$ cat config.mk
export PLATFORM = sky130hd
export DESIGN_NAME = ppbs_back
export DESIGN_NICKNAME = d
export VERILOG_FILES = /design/src/hw/rtl/ppbs_pkg.sv /design/src/hw/rtl/ppbs_back.sv
export SDC_FILE = /design/constraint.sdc
export NUM_CORES = 1
export LEC_CHECK = 0
export BUFFER_PORTS_ARGS = -buffer_cell sky130_fd_sc_hd__buf_2
export CORE_MARGIN = 2
export CORE_UTILIZATION = 52
export CTS_CLUSTER_SIZE = 16
export DETAILED_ROUTE_END_ITERATION = 7
export PLACE_DENSITY = 0.79
export SYNTH_ARGS = -nofsm -noshare
export SYNTH_HDL_FRONTEND = slang
export SYNTH_SLANG_ARGS = --single-unit
$ cat constraint.sdc
create_clock -name i_clk -period 3.3 [get_ports i_clk]
set_input_delay 0.33 -clock i_clk [delete_from_list [all_inputs] [get_ports i_clk]]
set_output_delay 0.33 -clock i_clk [all_outputs]
set_load 0.05 [all_outputs]
$ cat src/hw/rtl/ppbs_pkg.sv
// Shared types and constants for the projected point box select block.
// No dependencies.
`timescale 1ns / 1ps
package ppbs_pkg;
    localparam int unsigned MaxRunPointsDefault = 1048576;
    localparam int unsigned IndexWidth = 20;
    localparam int unsigned CountWidth = 17;
    localparam int unsigned CfgIdxWidth = 3;

    localparam logic [CfgIdxWidth-1:0] CfgRow0  = 3'd0;
    localparam logic [CfgIdxWidth-1:0] CfgRow1  = 3'd1;
    localparam logic [CfgIdxWidth-1:0] CfgRow2  = 3'd2;
    localparam logic [CfgIdxWidth-1:0] CfgRow3  = 3'd3;
    localparam logic [CfgIdxWidth-1:0] CfgRect  = 3'd4;
    localparam logic [CfgIdxWidth-1:0] CfgLimit = 3'd5;

    localparam logic [63:0] Row0Reset  = 64'd4096;
    localparam logic [63:0] Row1Reset  = 64'd268435456;
    localparam logic [63:0] Row2Reset  = 64'd17592186044416;
    localparam logic [63:0] Row3Reset  = 64'd1152921504606846976;
    localparam logic [15:0] LimitReset = 16'd100;

    typedef struct packed {
        logic signed [31:0] point_x;
        logic signed [31:0] point_y;
        logic signed [31:0] point_z;
        logic               last_point;
    } t_in_item;

    typedef struct packed {
        logic [IndexWidth-1:0] point_index;
        logic                  selected;
        logic [CountWidth-1:0] selected_count;
        logic                  over_limit;
        logic                  last_result;
    } t_out_item;

    // front to back: classification of one point
    typedef struct packed {
        logic selected;
        logic last_point;
    } t_class;

    typedef struct packed {
        logic [63:0] row0;
        logic [63:0] row1;
        logic [63:0] row2;
        logic [63:0] row3;
        logic [63:0] rect;
    } t_geom;

    function automatic logic signed [15:0] coef(input logic [63:0] row, input int j);
        coef = row[16*j +: 16];
    endfunction
endpackage

$ cat src/hw/rtl/ppbs_back.sv
// Back part: run position, hit counter and the result register.
// Depends on ppbs_pkg.
`timescale 1ns / 1ps
module ppbs_back import ppbs_pkg::*; #(
    parameter int unsigned MAX_RUN_POINTS = MaxRunPointsDefault
) (
    input  logic        i_clk,
    input  logic        i_rst_n,
    input  logic [15:0] i_limit,
    input  logic        i_valid,
    input  t_class      i_class,
    output logic        o_take,
    output logic        o_empty,
    output t_out_item   o_item,
    input  logic        i_pop
);
    localparam int unsigned PosW = $clog2(MAX_RUN_POINTS);
    logic [PosW-1:0]       r_pos;
    logic [CountWidth-1:0] r_hits, n_hits;
    logic                  r_full;
    t_out_item             r_out;

    assign o_take = i_valid && (!r_full || i_pop);
    assign n_hits = (i_class.selected && r_hits <= CountWidth'(i_limit))
                    ? r_hits + 1'b1 : r_hits;

    always_ff @(posedge i_clk) begin
        if (!i_rst_n) begin
            r_pos <= '0; r_hits <= '0; r_full <= 1'b0;
        end else begin
            if (o_take) begin
                r_full <= 1'b1;
                if (i_class.last_point) begin
                    r_pos <= '0; r_hits <= '0;
                end else begin
                    r_hits <= n_hits;
                    if (r_pos != PosW'(MAX_RUN_POINTS - 1)) r_pos <= r_pos + 1'b1;
                end
            end else if (i_pop) begin
                r_full <= 1'b0;
            end
        end
    end

    always_ff @(posedge i_clk) begin
        if (o_take) begin
            r_out.point_index    <= IndexWidth'(r_pos);
            r_out.selected       <= i_class.selected;
            r_out.selected_count <= n_hits;
            r_out.over_limit     <= n_hits > CountWidth'(i_limit);
            r_out.last_result    <= i_class.last_point;
        end
    end

    assign o_empty = !r_full;
    assign o_item  = r_out;
endmodule

# After elaboration in Yosys (flattened, before gate mapping)

Cells that the tools add are included.

Muxes and demuxes: 6
Multipliers: 0
Div/mod/pow operators: 0
Bitwise logic cells: 0
Magnitude comparators: 2
Eq/ne operators: 1
Add/sub/neg operators: 2
Shift-type cells: 0
Reduce and logical (&&, ||, !) cells: 7

Operators with widths:

| kind                                                            | count |
|---|---|
| 20-bit two-way mux                                              | 2 |
| 17-bit two-way mux                                              | 2 |
| 20-bit by 1-bit adder with 20-bit output, second input constant | 1 |
| 20-bit != test, second input constant                           | 1 |
| 17-bit by 1-bit adder with 17-bit output, second input constant | 1 |
| 17-bit by 16-bit greater-than comparator with 1-bit output      | 1 |
| 17-bit by 16-bit <= comparator with 1-bit output                | 1 |
| 2-bit nonzero test                                              | 2 |
| 1-bit logical AND                                               | 2 |
| 1-bit two-way mux                                               | 2 |
| 2-bit AND reduction                                             | 1 |
| 1-bit logical NOT                                               | 1 |
| 1-bit logical OR                                                | 1 |

Logic and storage cells: 26
Memory bits (read-only): 0
RAM bits: 0
Memories kept: 0
Register bits after elaboration: 78
Input bits: 22
Bits in latches: 0
Output and inout bits: 42

# Depth between registers and ports, before layout

Word-level depth: 4
Gate-level depth with buffers: 16
Gate-level depth less buffers: 15

# Worst setup path after synthesis

OpenSTA, ideal clock, no wires.

Path kind: input port to flip-flop
From: input i_limit[12]
To: register r_out, in the netlist o_item[1], data pin
Setup slack: -249 ps
Stages on the path: 15
Arrival time: 3,295 ps
Required time: 3,046 ps
Library setup time: 254 ps
Cell sequence: inv_1 > ha_1 > nand4_1 > nor4_4 > o21ai_1 > and3_1 > o21ai_0 > xnor2_1 > ha_1 > a21o_1 > a21o_1 > a211oi_1 > o21ai_0 > a211o_1 > a21o_1

Longest elaborated chain between the ends: 4

RTL lines:

| what                                                       | RTL line        | text |
|---|---|---|
| start: declaration                                         | ppbs_back.sv:9  | `input logic [15:0] i_limit,` |
| 17-bit by 16-bit <= comparator with 1-bit output           | ppbs_back.sv:24 | `assign n_hits = (i_class.selected && r_hits <= CountWidth'(i_limit))` |
| 1-bit logical AND                                          | ppbs_back.sv:24 |  |
| 17-bit two-way mux                                         | ppbs_back.sv:25 | `? r_hits + 1'b1 : r_hits;` |
| via n_hits[2]                                              | ppbs_back.sv:19 | `logic [CountWidth-1:0] r_hits, n_hits;` |
| 17-bit by 16-bit greater-than comparator with 1-bit output | ppbs_back.sv:50 | `r_out.over_limit <= n_hits > CountWidth'(i_limit);` |
| end: declaration                                           | ppbs_back.sv:21 | `t_out_item r_out;` |

The timed path passes the listed nets, and every way through them passes these cells.
A chain may end at the register's enable or synchronous reset.

# Worst setup path after layout

From: register r_hits[12]
To: register r_out, in the netlist o_item[1], data pin

Longest elaborated chain between the ends: 4

RTL lines:

| what                                                       | RTL line        | text |
|---|---|---|
| start: declaration                                         | ppbs_back.sv:19 |  |
| start signal: assignment                                   | ppbs_back.sv:36 | `r_hits <= n_hits;` |
| 17-bit by 16-bit <= comparator with 1-bit output           | ppbs_back.sv:24 |  |
| 1-bit logical AND                                          | ppbs_back.sv:24 |  |
| 17-bit two-way mux                                         | ppbs_back.sv:25 |  |
| via n_hits[1]                                              | ppbs_back.sv:19 |  |
| 17-bit by 16-bit greater-than comparator with 1-bit output | ppbs_back.sv:50 |  |

The timed path passes the listed nets, and every way through them passes these cells.

==> run summary <==
Final worst slack: -193 ps
Largest net degree at the start of global routing: 31
GR Overflow Total: 0
Hold Path Sink: r_full
Antenna Cells: 0
Pre-antenna DRT Iters: 5
Final Max Slew Viols: 0
Post-synth EDFFs: 40
Worst Skew: 12.3 ps
Max Cap Viol: 0
FMAX: 286 MHz
Worst vdd ir: 0.335 mV
Initial Utilization: 53.9%
Vias per std cell: 5.71
Cell variety after synth: 55
Die area: 8780 sq um
Minimum clock period: 3490 ps
Mapped Nets: 466
R2R Path Start: r_hits[12]
Wire per inst: 16.4 um
Nets@finish: 619
Clk sinks: 78
Post-DP HPWL: 7880 um
Setup-failing EPs final: 1
Kind of critical path: reg2reg
Crit Path Max Fanout: 6
Final wirelength: 11,000 um
Pwr Total: 2.48 mW
R2R depth: 18
CP endpoint kind: flop
Final Hold Fails: 0
Outcome: finished, violations left
Placed insts: 635
Hold WS: 264 ps
Die Height: 93.7 um
Fin util: 72.8%
Post-route DRC: 0
FF+latch count, synth: 78
Max clock buf depth: 2
Tcrit/Tclk final: 106%
Vias in the first global route: 3,616
R2r endpoint: o_item[1]
Failing checks: negative setup slack
Sequential area share after synthesis: 46.9%
Initial DRC count: 199
Placed inst area: 5170 sq um
Die W: 93.7 um
Mapped Cells: 410
Startpoint Class: flop
PortBufs: 63
Clock transition at path regs: 90 ps
P&R area growth vs syn: 35.0%
H-tree Lvls: 3
Least-Margin Pin Slew: 787 ps
Most common cell after layout, fill and taps aside: buf_4
CTS root buffer: clkbuf_8
P_leak: 2.50 nW
Initial antenna violation count: 0
Final Instance Area: 5650 sq um
Reg-to-reg setup timing slack: -190 ps
Pwr/cell area: 439 nW/um^2
Total CTS buffers: 9
Synth Warn #: 0
Hold crit path type: in2reg
Commonest non-fill, non-tap cells in the layout: buf_4 (85), buf_2 (63), edfxtp_1 (40)
Synthesized area per cell: 10.2 sq um
Rel. slew slack: 47.5%
Mapped cell area: 4190 sq um
Total negative slack: -193 ps
Clock Latency Late Sink: 370 ps
Min-delay src: i_valid
RSZ-0062 raised after global routing: yes
Pre-CTS setup slack: -414 ps
Core area: 7770 sq um
Gpl congestion: 0.932
CTS tree: built
Global-route wire length before repair: 17,500 um
Hold depth: 3
Ys flop type: edfxtp_1
GR Util All Layers: 25.9%
Asr flop ratio synth: 0%
Fraction of layout cells with a size suffix above 1: 36.8%
DR vias: 3,823
Data arrival, critical path: 3630 ps
IO Pins: 64
Post-route insts no fill: 670
Row cnt: 32
CP required: 3430 ps
Antenna-violating nets left: 0
-- cell families (layout without fill, tap and decap cells) --
| kind of cell | count (synthesis) | after routing | share of synthesized area [%] |
|---|---|---|---|
| and+or+nand+nor | 141 | 141 | 18.4 |
| AOI/OAI and AO/OA | 93 | 93 | 15.1 |
| DFF | 78 | 78 | 46.9 |
| buffers and inverters | 35 | 193 | 3.38 |
| adders and majority gates | 34 | 34 | 10.2 |
| xor gates and xnor gates | 28 | 28 | 5.86 |
| muxes | 1 | 1 | 0.239 |
-- flip-flops by register name, indices dropped and copies added (netlist names) --
| name | cells |
|---|---|
| r_hits | 17 |
| o_item | 40 |
| r_full | 1 |
| r_pos | 20 |
-- final cells by class --
type | count | area, sq um
well taps | 102 | 128
multi-input cells | 297 | 2280
repair buffers | 151 | 987
fillers | 564 | 2120
inverters | 26 | 97.6
flip-flops and latches | 78 | 1970
clock inverters | 7 | 62.6
clock buffers | 9 | 124
-- power by group --
part	total [mW]	switching, mW	internal (mW)
registers	1.12	0.0344	1.08
clock network	0.694	0.405	0.288
logic	0.672	0.406	0.266
total	2.48	0.846	1.64
-- how the worst max path moves through the flow --
stage                           start         to  slack (ps)  cells past startpoint
after floorplan           i_limit[14]  o_item[1]           6                     15
after global placement    i_limit[14]  o_item[1]        -310                     16
after detailed placement  i_limit[14]  o_item[1]        -410                     17
after CTS                  r_hits[12]  o_item[1]        -230                     16
after global routing       r_hits[12]  o_item[1]        -340                     17
final                      r_hits[12]  o_item[1]        -190                     18
-- Yosys cell counts, types with 2 or more instances --
cell	number	area share, %
edfxtp_1	40	29
dfxtp_1	38	18
ha_1	34	10
nor2_1	34	3.0
nand2_1	26	2.3
inv_1	25	2.2
o21ai_0	23	2.7
a21oi_1	19	2.3
nand3_1	16	1.9
xor2_1	15	3.1
nand4_1	13	1.9
xnor2_1	13	2.7
o211ai_1	12	2.2
nor3_1	11	1.3
o31ai_1	10	1.8
a21o_1	8	1.4
or3_1	6	0.90
and3_1	5	0.75
clkbuf_1	5	0.45
nor4_1	5	0.75
a31oi_1	4	0.60
and2_1	4	0.60
nand2b_1	3	0.45
o311ai_0	3	0.63
a211oi_1	2	0.36
and4_1	2	0.42
buf_2	2	0.24
nor2b_1	2	0.30
nor4_4	2	1.0
nor4b_1	2	0.42
o2111ai_1	2	0.42
-- critical path: stages (launching register included) --
cell      delay, ps
dfxtp_4         370
ha_4            260
nand4_1         120
buf_4           160
buf_4           130
nor2_4           80
a21oi_1          70
buf_4           170
a31oi_4         310
buf_6           160
nand2_1          60
o21ai_1         160
ha_1            290
nand4_1         110
nor2_1           60
a211oi_2        240
o21ai_1         110
a211o_1         260
a21o_1          150
-- routing by layer --
layer | up-vias | track usage, % | share of wire [%]
li1 | 1837 | - | -
met2 | 178 | 41.8 | 47
met3 | 38 | 6.02 | 7.3
met1 | 1770 | 33.1 | 43
met4 | 0 | 11.6 | 3.4
met5 | - | 0 | 0
-- repair_timing --
action | 4_1_cts | 5_1_grt
hold endpoints to repair | 0 | 0
hold buffers | 0 | 0
resized for setup | 19 | 13
buffers inserted | 16 | 3
endpoints found under the setup margin | 1 | 1
pin swaps | 25 | 14
gates cloned | 0 | 0
Note: power is estimated with default switching activity, not from simulation.
