File: src/hw/rtl/ppbs_pkg.sv
// Shared types and constants for the projected point box select block.
// No dependencies.
`timescale 1ns / 1ps
package ppbs_pkg;
    localparam int unsigned MaxRunPointsDefault = 1048576;
    localparam int unsigned IndexWidth = 20;
    localparam int unsigned CountWidth = 17;
    localparam int unsigned CfgIdxWidth = 3;

    localparam logic [CfgIdxWidth-1:0] CfgRow0  = 3'd0;
    localparam logic [CfgIdxWidth-1:0] CfgRow1  = 3'd1;
    localparam logic [CfgIdxWidth-1:0] CfgRow2  = 3'd2;
    localparam logic [CfgIdxWidth-1:0] CfgRow3  = 3'd3;
    localparam logic [CfgIdxWidth-1:0] CfgRect  = 3'd4;
    localparam logic [CfgIdxWidth-1:0] CfgLimit = 3'd5;

    localparam logic [63:0] Row0Reset  = 64'd4096;
    localparam logic [63:0] Row1Reset  = 64'd268435456;
    localparam logic [63:0] Row2Reset  = 64'd17592186044416;
    localparam logic [63:0] Row3Reset  = 64'd1152921504606846976;
    localparam logic [15:0] LimitReset = 16'd100;

    typedef struct packed {
        logic signed [31:0] point_x;
        logic signed [31:0] point_y;
        logic signed [31:0] point_z;
        logic               last_point;
    } t_in_item;

    typedef struct packed {
        logic [IndexWidth-1:0] point_index;
        logic                  selected;
        logic [CountWidth-1:0] selected_count;
        logic                  over_limit;
        logic                  last_result;
    } t_out_item;

    // front to back: classification of one point
    typedef struct packed {
        logic selected;
        logic last_point;
    } t_class;

    typedef struct packed {
        logic [63:0] row0;
        logic [63:0] row1;
        logic [63:0] row2;
        logic [63:0] row3;
        logic [63:0] rect;
    } t_geom;

    function automatic logic signed [15:0] coef(input logic [63:0] row, input int j);
        coef = row[16*j +: 16];
    endfunction
endpackage

File: src/hw/rtl/ppbs_queue.sv
// Short queue between front and back parts.
// Depends on ppbs_pkg.
`timescale 1ns / 1ps
module ppbs_queue import ppbs_pkg::*; (
    input  logic   i_clk,
    input  logic   i_rst_n,
    input  logic   i_push,
    input  t_class i_data,
    output logic   o_has_room,
    input  logic   i_pop,
    output logic   o_valid,
    output t_class o_data
);
    // 8 entries; front may hold 4 points in flight, so room means count<=3
    t_class     r_mem [8];
    logic [2:0] r_wp, r_rp;
    logic [3:0] r_cnt;

    always_ff @(posedge i_clk) begin
        if (!i_rst_n) begin
            r_wp <= '0; r_rp <= '0; r_cnt <= '0;
        end else begin
            if (i_push) r_wp <= r_wp + 3'd1;
            if (i_pop) r_rp <= r_rp + 3'd1;
            r_cnt <= r_cnt + 4'(i_push) - 4'(i_pop);
        end
    end

    always_ff @(posedge i_clk) begin
        if (i_push) r_mem[r_wp] <= i_data;
    end

    assign o_valid    = r_cnt != '0;
    assign o_data     = r_mem[r_rp];
    assign o_has_room = r_cnt <= 4'd3;
endmodule

File: config.mk
export PLATFORM = sky130hd
export DESIGN_NAME = ppbs_queue
export DESIGN_NICKNAME = d
export VERILOG_FILES = /design/src/hw/rtl/ppbs_pkg.sv /design/src/hw/rtl/ppbs_queue.sv
export SDC_FILE = /design/constraint.sdc
export NUM_CORES = 1
export LEC_CHECK = 0
export ABC_AREA = 1
export BUFFER_PORTS_ARGS = -buffer_cell sky130_fd_sc_hd__buf_2
export CAP_MARGIN = 20
export CORE_ASPECT_RATIO = 2
export CORE_MARGIN = 2
export CORE_UTILIZATION = 30
export CTS_CLUSTER_DIAMETER = 100
export DETAILED_ROUTE_END_ITERATION = 8
export HOLD_SLACK_MARGIN = 0.12
export PLACE_DENSITY = 0.5
export SLEW_MARGIN = 30
export SYNTH_ARGS = -nofsm -noshare
export SYNTH_HDL_FRONTEND = slang
export SYNTH_SLANG_ARGS = --single-unit
File: constraint.sdc
create_clock -name i_clk -period 4.59 [get_ports i_clk]
set_input_delay 0 -clock i_clk [delete_from_list [all_inputs] [get_ports i_clk]]
set_output_delay 0 -clock i_clk [all_outputs]
set_load 0.02 [all_outputs]
# --- After elaboration in Yosys (flattened, before gate mapping) ---
# Memories as Yosys holds them, arrays and structs flattened. A register that Yosys moved wholly into a read port is not among the register bits.
# Cells that the tools add are included.
op_classes:
  mux: 4
  div: 0
  bitwise: 0
  mul: 0
  eq_ne: 0
  shift: 0
  magnitude_cmp: 1
  n_reduce_logical: 1
  add_sub_neg: 4
ops:
  columns: ["operator", "count"]
  rows:
  - ["3-bit by 1-bit adder with 3-bit output, second input constant", 2]
  - ["3-bit 2-to-1 mux", 2]
  - ["4-bit by 1-bit adder with 4-bit output", 1]
  - ["4-bit by 2-bit <= comparator with 1-bit output, second input constant", 1]
  - ["4-bit nonzero test", 1]
  - ["4-bit by 1-bit subtractor with 4-bit output", 1]
  - ["1-bit 2-to-1 mux", 2]
totals:
  mem_count: 1
  register_bits: 10
  romBits: 0
  out_inout_bits: 4
  mem_bits_rw: 16
  input_bits: 6
  latch_bits: 0
  elab_cells: 14
mem_list:
  columns: ["name", "depth", "width", "read_ports", "rd_clocked_by_memory_dff", "wr", "line_no", "rtl"]
  rows:
  - ["r_mem", 8, 2, 1, 1, 1, "ppbs_queue.sv:15", "t_class r_mem [8];"]

# --- Longest topological paths before layout ---
# Gate-level depths: netlist of run 1.
depth:
  word_depth: 3
  depth_mapped: 9
  mapped_depth_nobuf: 9

# --- Worst setup path before layout of run 1 ---
# OpenSTA, ideal clock, no wires.
synth_timing:
  path_type: "reg-to-reg"
  from: "register r_cnt[0]"
  to: "register r_cnt[2]"
  synth_period_minus_slack_ns: 1.489
  t_required_ns: 4.473
  setup_time_ns: 0.117
  path_stages_with_launch: 9
  t_arrival_ns: 1.372
  path_buffers: 0
  path_slack_ns: 3.101
  cell_sequence: "dfxtp_1 inv_1 ha_1 inv_1 ha_1 inv_1 fa_1 xor2_1 nor2_1"
synth_between:
  elab_chain_cells: 2
synth_rtl:
  columns: ["item", "line_no", "rtl"]
  rows:
  - ["start, declared", "ppbs_queue.sv:17", "logic [3:0] r_cnt;"]
  - ["start signal, assigned", "ppbs_queue.sv:25", "r_cnt <= r_cnt + 4'(i_push) - 4'(i_pop);"]
  - ["4-bit by 1-bit adder with 4-bit output", "ppbs_queue.sv:25", null]
  - ["4-bit by 1-bit subtractor with 4-bit output", "ppbs_queue.sv:25", null]
# No other way between the ends.
# A chain may end at the register's enable or synchronous reset.

# --- Worst setup path after layout of run 1 ---
layout_timing:
  from: "input i_pop"
  to: "register r_cnt[0]"
layout_between:
  elab_chain_cells: 1
layout_rtl:
  columns: ["item", "line_no", "rtl"]
  rows:
  - ["start, declared", "ppbs_queue.sv:10", "input logic i_pop,"]
  - ["4-bit by 1-bit subtractor with 4-bit output", "ppbs_queue.sv:25", null]
# No other way between the ends.

==> results_dict.tcl, run 1 <==
set metrics [dict create \
    comb_power_share_pct 24.2 \
    ir_worst_vdd_v 0.000263 \
    die_h_um 98.3 \
    cp_max_fo 6 \
    yosys.area.top_type "edfxtp_1" \
    wire_per_inst_um 10.3 \
    initial_core_util_pct 31.0 \
    coreArea_um2 4300 \
    setup_tns_ns 0 \
    maxSlewHeadroom_pct 76.4 \
    cts_root_buffer "clkbuf_8" \
    fp.dieW_um 51.2 \
    vias 950 \
    final_common_cell "nand2_1" \
    ioPinCount 10 \
    total_power_uw 669 \
    power_density_nw_per_um2 424 \
    synth_area_um2 1330 \
    crit_arrival_ns 1.91 \
    synth_cell_type_count 18 \
    gp_congestion 0.701 \
    cp_data_required_time_ns 4.77 \
    fin_skew_ns 0.00366 \
    synth_area_leaders "edfxtp_1 36%, dfxtp_1 20%, nand2_1 11%, inv_1 8.7%, ha_1 7.5%" \
    hpwl_mm 1.84 \
    antenna_found_initial 0 \
    drc 0 \
    status "complete, no violations" \
    cts_tree "done" \
    finalSetupViolCount 0 \
    area_growth_pct 18.3 \
    drtIter0Drc 9 \
    final_nets 185 \
    p_sw_uw 203 \
    r2r-end "r_cnt[0]" \
    cp_num_cells 8 \
    startpoint "i_pop" \
    p_clk_share_pct 29.7 \
    fin_hold_ws_ns 0.519 \
    cts_buffers 5 \
    yosys.area.top_type_share_pct 36.0 \
    core.rowCount 34 \
    syn-num-nets 164 \
    worstMarginPinSlew_ns 0.353 \
    via_per_inst 4.22 \
    overflow 0 \
    final-max-slew-violation-count 0 \
    htreeDepth 2 \
    end_kind "flip-flop" \
    ant_nets 0 \
    grt_max_degree 10 \
    swShare_pct 30.4 \
    gr-usage-all-layers_pct 11.3 \
    finalWirelength_mm 2.33 \
    synth_cells 149 \
    path_clk_slew_ns 0.06 \
    crit_path_start_kind "input pin" \
    hold_path_class "reg2reg" \
    die_area_um2 5030 \
    power_frac_seq_pct 46.1 \
    hold_viol 0 \
    maxCapViolCount 0 \
    grt_pass1_vias 1018 \
    ys_seq_area_share_pct 55.5 \
    r2r_cells 7 \
    r2r_start "r_cnt[0]" \
    cp_num_buf_inv 5 \
    cpMaxStageDelayCell "dlygate4sd3_1" \
    critical_path.top_delay_family "buffers and inverters" \
    period_needed_ns 1.73 \
    ctsLongestPathBuffers 2 \
    rsz0062_at_grt "no" \
    p_leak_uw 0.000730 \
    reg2reg_slack_ns 2.93 \
    cp_cell_sequence "dlygate4sd3_1 -> buf_2 -> ha_1 -> inv_1 -> ha_1 -> nand2_1 -> dlygate4sd3_1 -> inv_1" \
    io_buffers 9 \
    internal-power_uw 466 \
    antenna_cells 0 \
    max_freq_mhz 577 \
    cts.sinks 29 \
    layout_common_cells "38 x nand2_1, 31 x inv_1, 16 x edfxtp_1" \
    worst-setup-path-type "in2reg" \
    avgSynthCellArea_um2 8.95 \
    postCtsResizedCells 0 \
    crit_end "r_cnt[0]" \
    slowest_delay_ns 0.54 \
    drt_pass1_iterations 4 \
    clk_latency_ns 0.28 \
    synth_seq_cells 29 \
    drive_gt1_share_pct 11.7 \
    yosysWarningCount 0 \
    grt_pass1_wl_mm 4.17 \
    final_min_period_over_clock_period_pct 37.8 \
]
[cell families after synthesis]
family / Yosys count / synth area share [%]
buf+inv: 34 / 10.3
flops: 29 / 55.5
fa+ha+maj: 9 / 9.01
compound gates: 9 / 3.66
simple gates: 66 / 20.2
xor+xnor: 2 / 1.31
[worst min-delay path by stage]
stage,endpoint,slack (ns),cells after the start,from
after floorplan,r_cnt[0],0.09,2,i_rst_n
after global placement,r_cnt[0],0.29,3,i_rst_n
after detailed placement,r_mem[0][0],0.30,1,i_data[0]
after CTS,r_wp[0],0.52,2,r_wp[0]
after global routing,r_wp[0],0.54,2,r_wp[0]
final,r_wp[0],0.52,2,r_wp[0]
[synthesized netlist by cell type (all sizes together)]
cell type / number
dfxtp: 13
a21oi: 6
ha: 8
inv: 33
nand2: 38
edfxtp: 16
nor2: 15
buf: 1
nand3: 11
fa: 1
or2: 2
o21ai: 3
xnor2: 1
xor2: 1
[tightest hold or removal path, delay by kind of cell (launching register included)]
family          cells  cell delay [ns]
flops               1             0.33
compound gates      1             0.05
simple gates        1             0.09
[what timing repair did]
item                      CTS  global route
hold endpoints to repair   28             0
hold buffers                6             0
buffers inserted            0             0
[metal layers]
metal | routed length (um) | global-route usage (%) | vias up
met5 | 0 | 0 | -
met4 | 73 | 7.48 | 0
met3 | 64 | 2.29 | 6
met2 | 1350 | 21.5 | 14
met1 | 834 | 9.81 | 432
li1 | - | - | 498
[through the flow]
stage	utilization, %	worst slack (ns)	instance area (um2)	instances
final	36.7	2.86	1580	225
after global routing	36.7	2.80	1580	225
after CTS	36.7	2.86	1580	225
after detailed placement	33.4	3.00	1440	211
after global placement	33.4	3.07	1440	211
after floorplan	-	3.10	1330	149
[power by group through the flow]
| stage | clock network (uW) | logic (uW) | registers, uW |
|---|---|---|---|
| CTS | 205 | 166 | 309 |
| finish | 199 | 162 | 308 |
| floorplan | 0 | 124 | 309 |
| detailed placement | 0 | 160 | 314 |
| global placement | 0 | 154 | 314 |
| global route | 217 | 191 | 311 |
[cell type report]
class	instances	area, um2
clock buffer	6	72.6
clock inverter	2	10.0
fill	443	2720
inverter	33	126
multi-input combinational	86	455
sequential	29	741
tap	54	67.6
timing repair buffer	15	105
Power figures use the tool's default switching activity.
==> inputs of run 2 (changes only) <==
clock period = 1.6 ns   (was 4.59 ns; I/O delays follow)
==> run 2 against run 1 <==
  * Non-clock buffer count increased by 1
  * Utilization increased by 0.84 points
  * Worst setup slack got worse by 2.8 ns
  * Via count increased by 2.8%
  * Critical path depth decreased by 1
  * Clock-buffer cell count increased by 2
  * Combinational power increased to 2.9 times the previous value
  * Sequential cell count unchanged
  * Power increased to 2.9 times the previous value
  * Sequential power increased to 2.9 times the previous value
==> results_dict.tcl, run 2 (synthesized netlist as in run 1, its figures left out) <==
set metrics [dict create \
    rsz0062_at_grt "no" \
    antenna_cells 0 \
    multi_input_area_um2 473 \
    holdPathStages 4 \
    nFillCells 437 \
    fin_skew_ns 0.00389 \
    gp_congestion 0.702 \
    coreArea_um2 4300 \
    min_delay_worst_endpoint "r_cnt[1]" \
    period_needed_ns 1.52 \
    r2r_cells 7 \
    drt_pass1_iterations 4 \
    reg2reg_slack_ns 0.08 \
    cp_data_required_time_ns 1.76 \
    cp_num_buf_inv 3 \
    slowest_delay_ns 0.53 \
    end_kind "flip-flop" \
    htreeDepth 2 \
    placedCellCount 211 \
    vias 977 \
    hold_start "i_pop" \
    cp_cell_sequence "inv_2 -> ha_4 -> inv_2 -> ha_2 -> inv_1 -> fa_2 -> nor2_1" \
    overflow 0 \
    max_freq_mhz 659 \
    ctsLongestPathBuffers 2 \
    hold_path_class "in2reg" \
    critical_path.top_delay_family "adder cells" \
    io_buffers 9 \
    antenna_found_initial 0 \
    core.rowCount 34 \
    wire_per_inst_um 10.5 \
    final_min_period_over_clock_period_pct 94.9 \
    cts.sinks 29 \
    cp_max_fo 2 \
    cp_num_cells 7 \
    clk_latency_ns 0.27 \
    path_clk_slew_ns 0.06 \
    area_growth_pct 21.0 \
    pre_cts_ws_ns 0.0174 \
    power_density_nw_per_um2 1220 \
    final_common_cell "nand2_1" \
    cts_buffers 5 \
    timing.final.ws_setup_ns 0.0823 \
    ir_worst_vdd_v 0.000698 \
    drtIter0Drc 12 \
    hpwl_mm 1.87 \
    maxCapViolCount 0 \
    r2r_start "r_cnt[0]" \
    finalSetupViolCount 0 \
    r2r-end "r_cnt[1]" \
    seqCellArea_um2 742 \
    setup_tns_ns 0 \
    grt_max_degree 10 \
    post-cts-setup-buffers 0 \
    final_nets 186 \
    layout_common_cells "38 x nand2_1, 29 x inv_1, 16 x edfxtp_1" \
    final_util_pct 37.6 \
    final-max-slew-violation-count 0 \
    fin_hold_ws_ns 0.294 \
    worstMarginPinSlew_ns 0.355 \
    die_area_um2 5030 \
    grt_pass1_vias 1065 \
    ant_nets 0 \
    gr-usage-all-layers_pct 11.3 \
    ioPinCount 10 \
    worst-setup-path-type "reg2reg" \
    finalWirelength_mm 2.37 \
    cts_root_buffer "clkbuf_8" \
    hold_viol 0 \
    grt_pass1_wl_mm 4.23 \
    status "complete, no violations" \
    crit_path_start_kind "flip-flop" \
    drc 0 \
    die_h_um 98.3 \
    drive_gt1_share_pct 14.5 \
    cts_tree "done" \
    cpMaxStageDelayCell "fa_2" \
    stdcell_count 226 \
    p_leak_uw 0.000734 \
    critPathMostFrequentCell "inv_2" \
    maxSlewHeadroom_pct 76.3 \
    crit_arrival_ns 1.68 \
    fp.dieW_um 51.2 \
    via_per_inst 4.32 \
    initial_core_util_pct 31.0 \
]
run 2: metrics by stage:
step                area (um2)  power, uW
floorplan                 1330       1240
global placement          1440       1340
detailed placement        1440       1360
CTS                       1600       1980
global route              1610       2120
finish                    1610       1960
run 2: metal layers:
| layer | vias to the layer above | part of all wire, % | wire, um | track usage [%] |
|---|---|---|---|---|
| li1 | 501 | - | - | - |
| met1 | 458 | 36 | 848 | 9.62 |
| met2 | 13 | 59 | 1410 | 21.9 |
| met3 | 5 | 2.7 | 65 | 2.91 |
| met4 | 0 | 2.2 | 52 | 6.44 |
| met5 | - | 0 | 0 | 0 |
run 2: cell type report:
class | instances | area share (%)
Sequential cell | 29 | 46.0
Multi-Input combinational cell | 86 | 29.3
Inverter | 33 | 7.83
Timing Repair Buffer | 16 | 7.13
Clock buffer | 8 | 5.58
Tap cell | 54 | 4.19
run 2: how the worst max path moves through the flow:
stage,start,endpoint,slack (ns)
after detailed placement,r_cnt[0],r_cnt[2],0.02
after global routing,r_cnt[0],r_cnt[2],0.01
final,r_cnt[0],r_cnt[1],0.08
after CTS,r_cnt[0],r_cnt[2],0.009
after global placement,r_cnt[0],r_cnt[2],0.08
after floorplan,r_cnt[0],r_cnt[2],0.11
run 2: tightest hold or removal path: cells and delay by family:
kind,cells,cell delay [ns]
adder cells (fa/ha/maj),2,0.34
buffers and inverters,1,0.14
AND/OR/NAND/NOR,1,0.04
run 2: what timing repair did:
item / 4_1_cts / 5_1_grt
gates resized for setup: 0 / 6
hold buffers: 7 / 0
endpoints found under the setup margin: 0 / 2
hold endpoints to repair: 27 / 0
run 2: power breakdown:
| group | internal [uW] | switching [uW] |
|---|---|---|
| sequential | 848 | 39.1 |
| clock | 350 | 251 |
| combinational | 197 | 279 |
| total | 1390 | 569 |
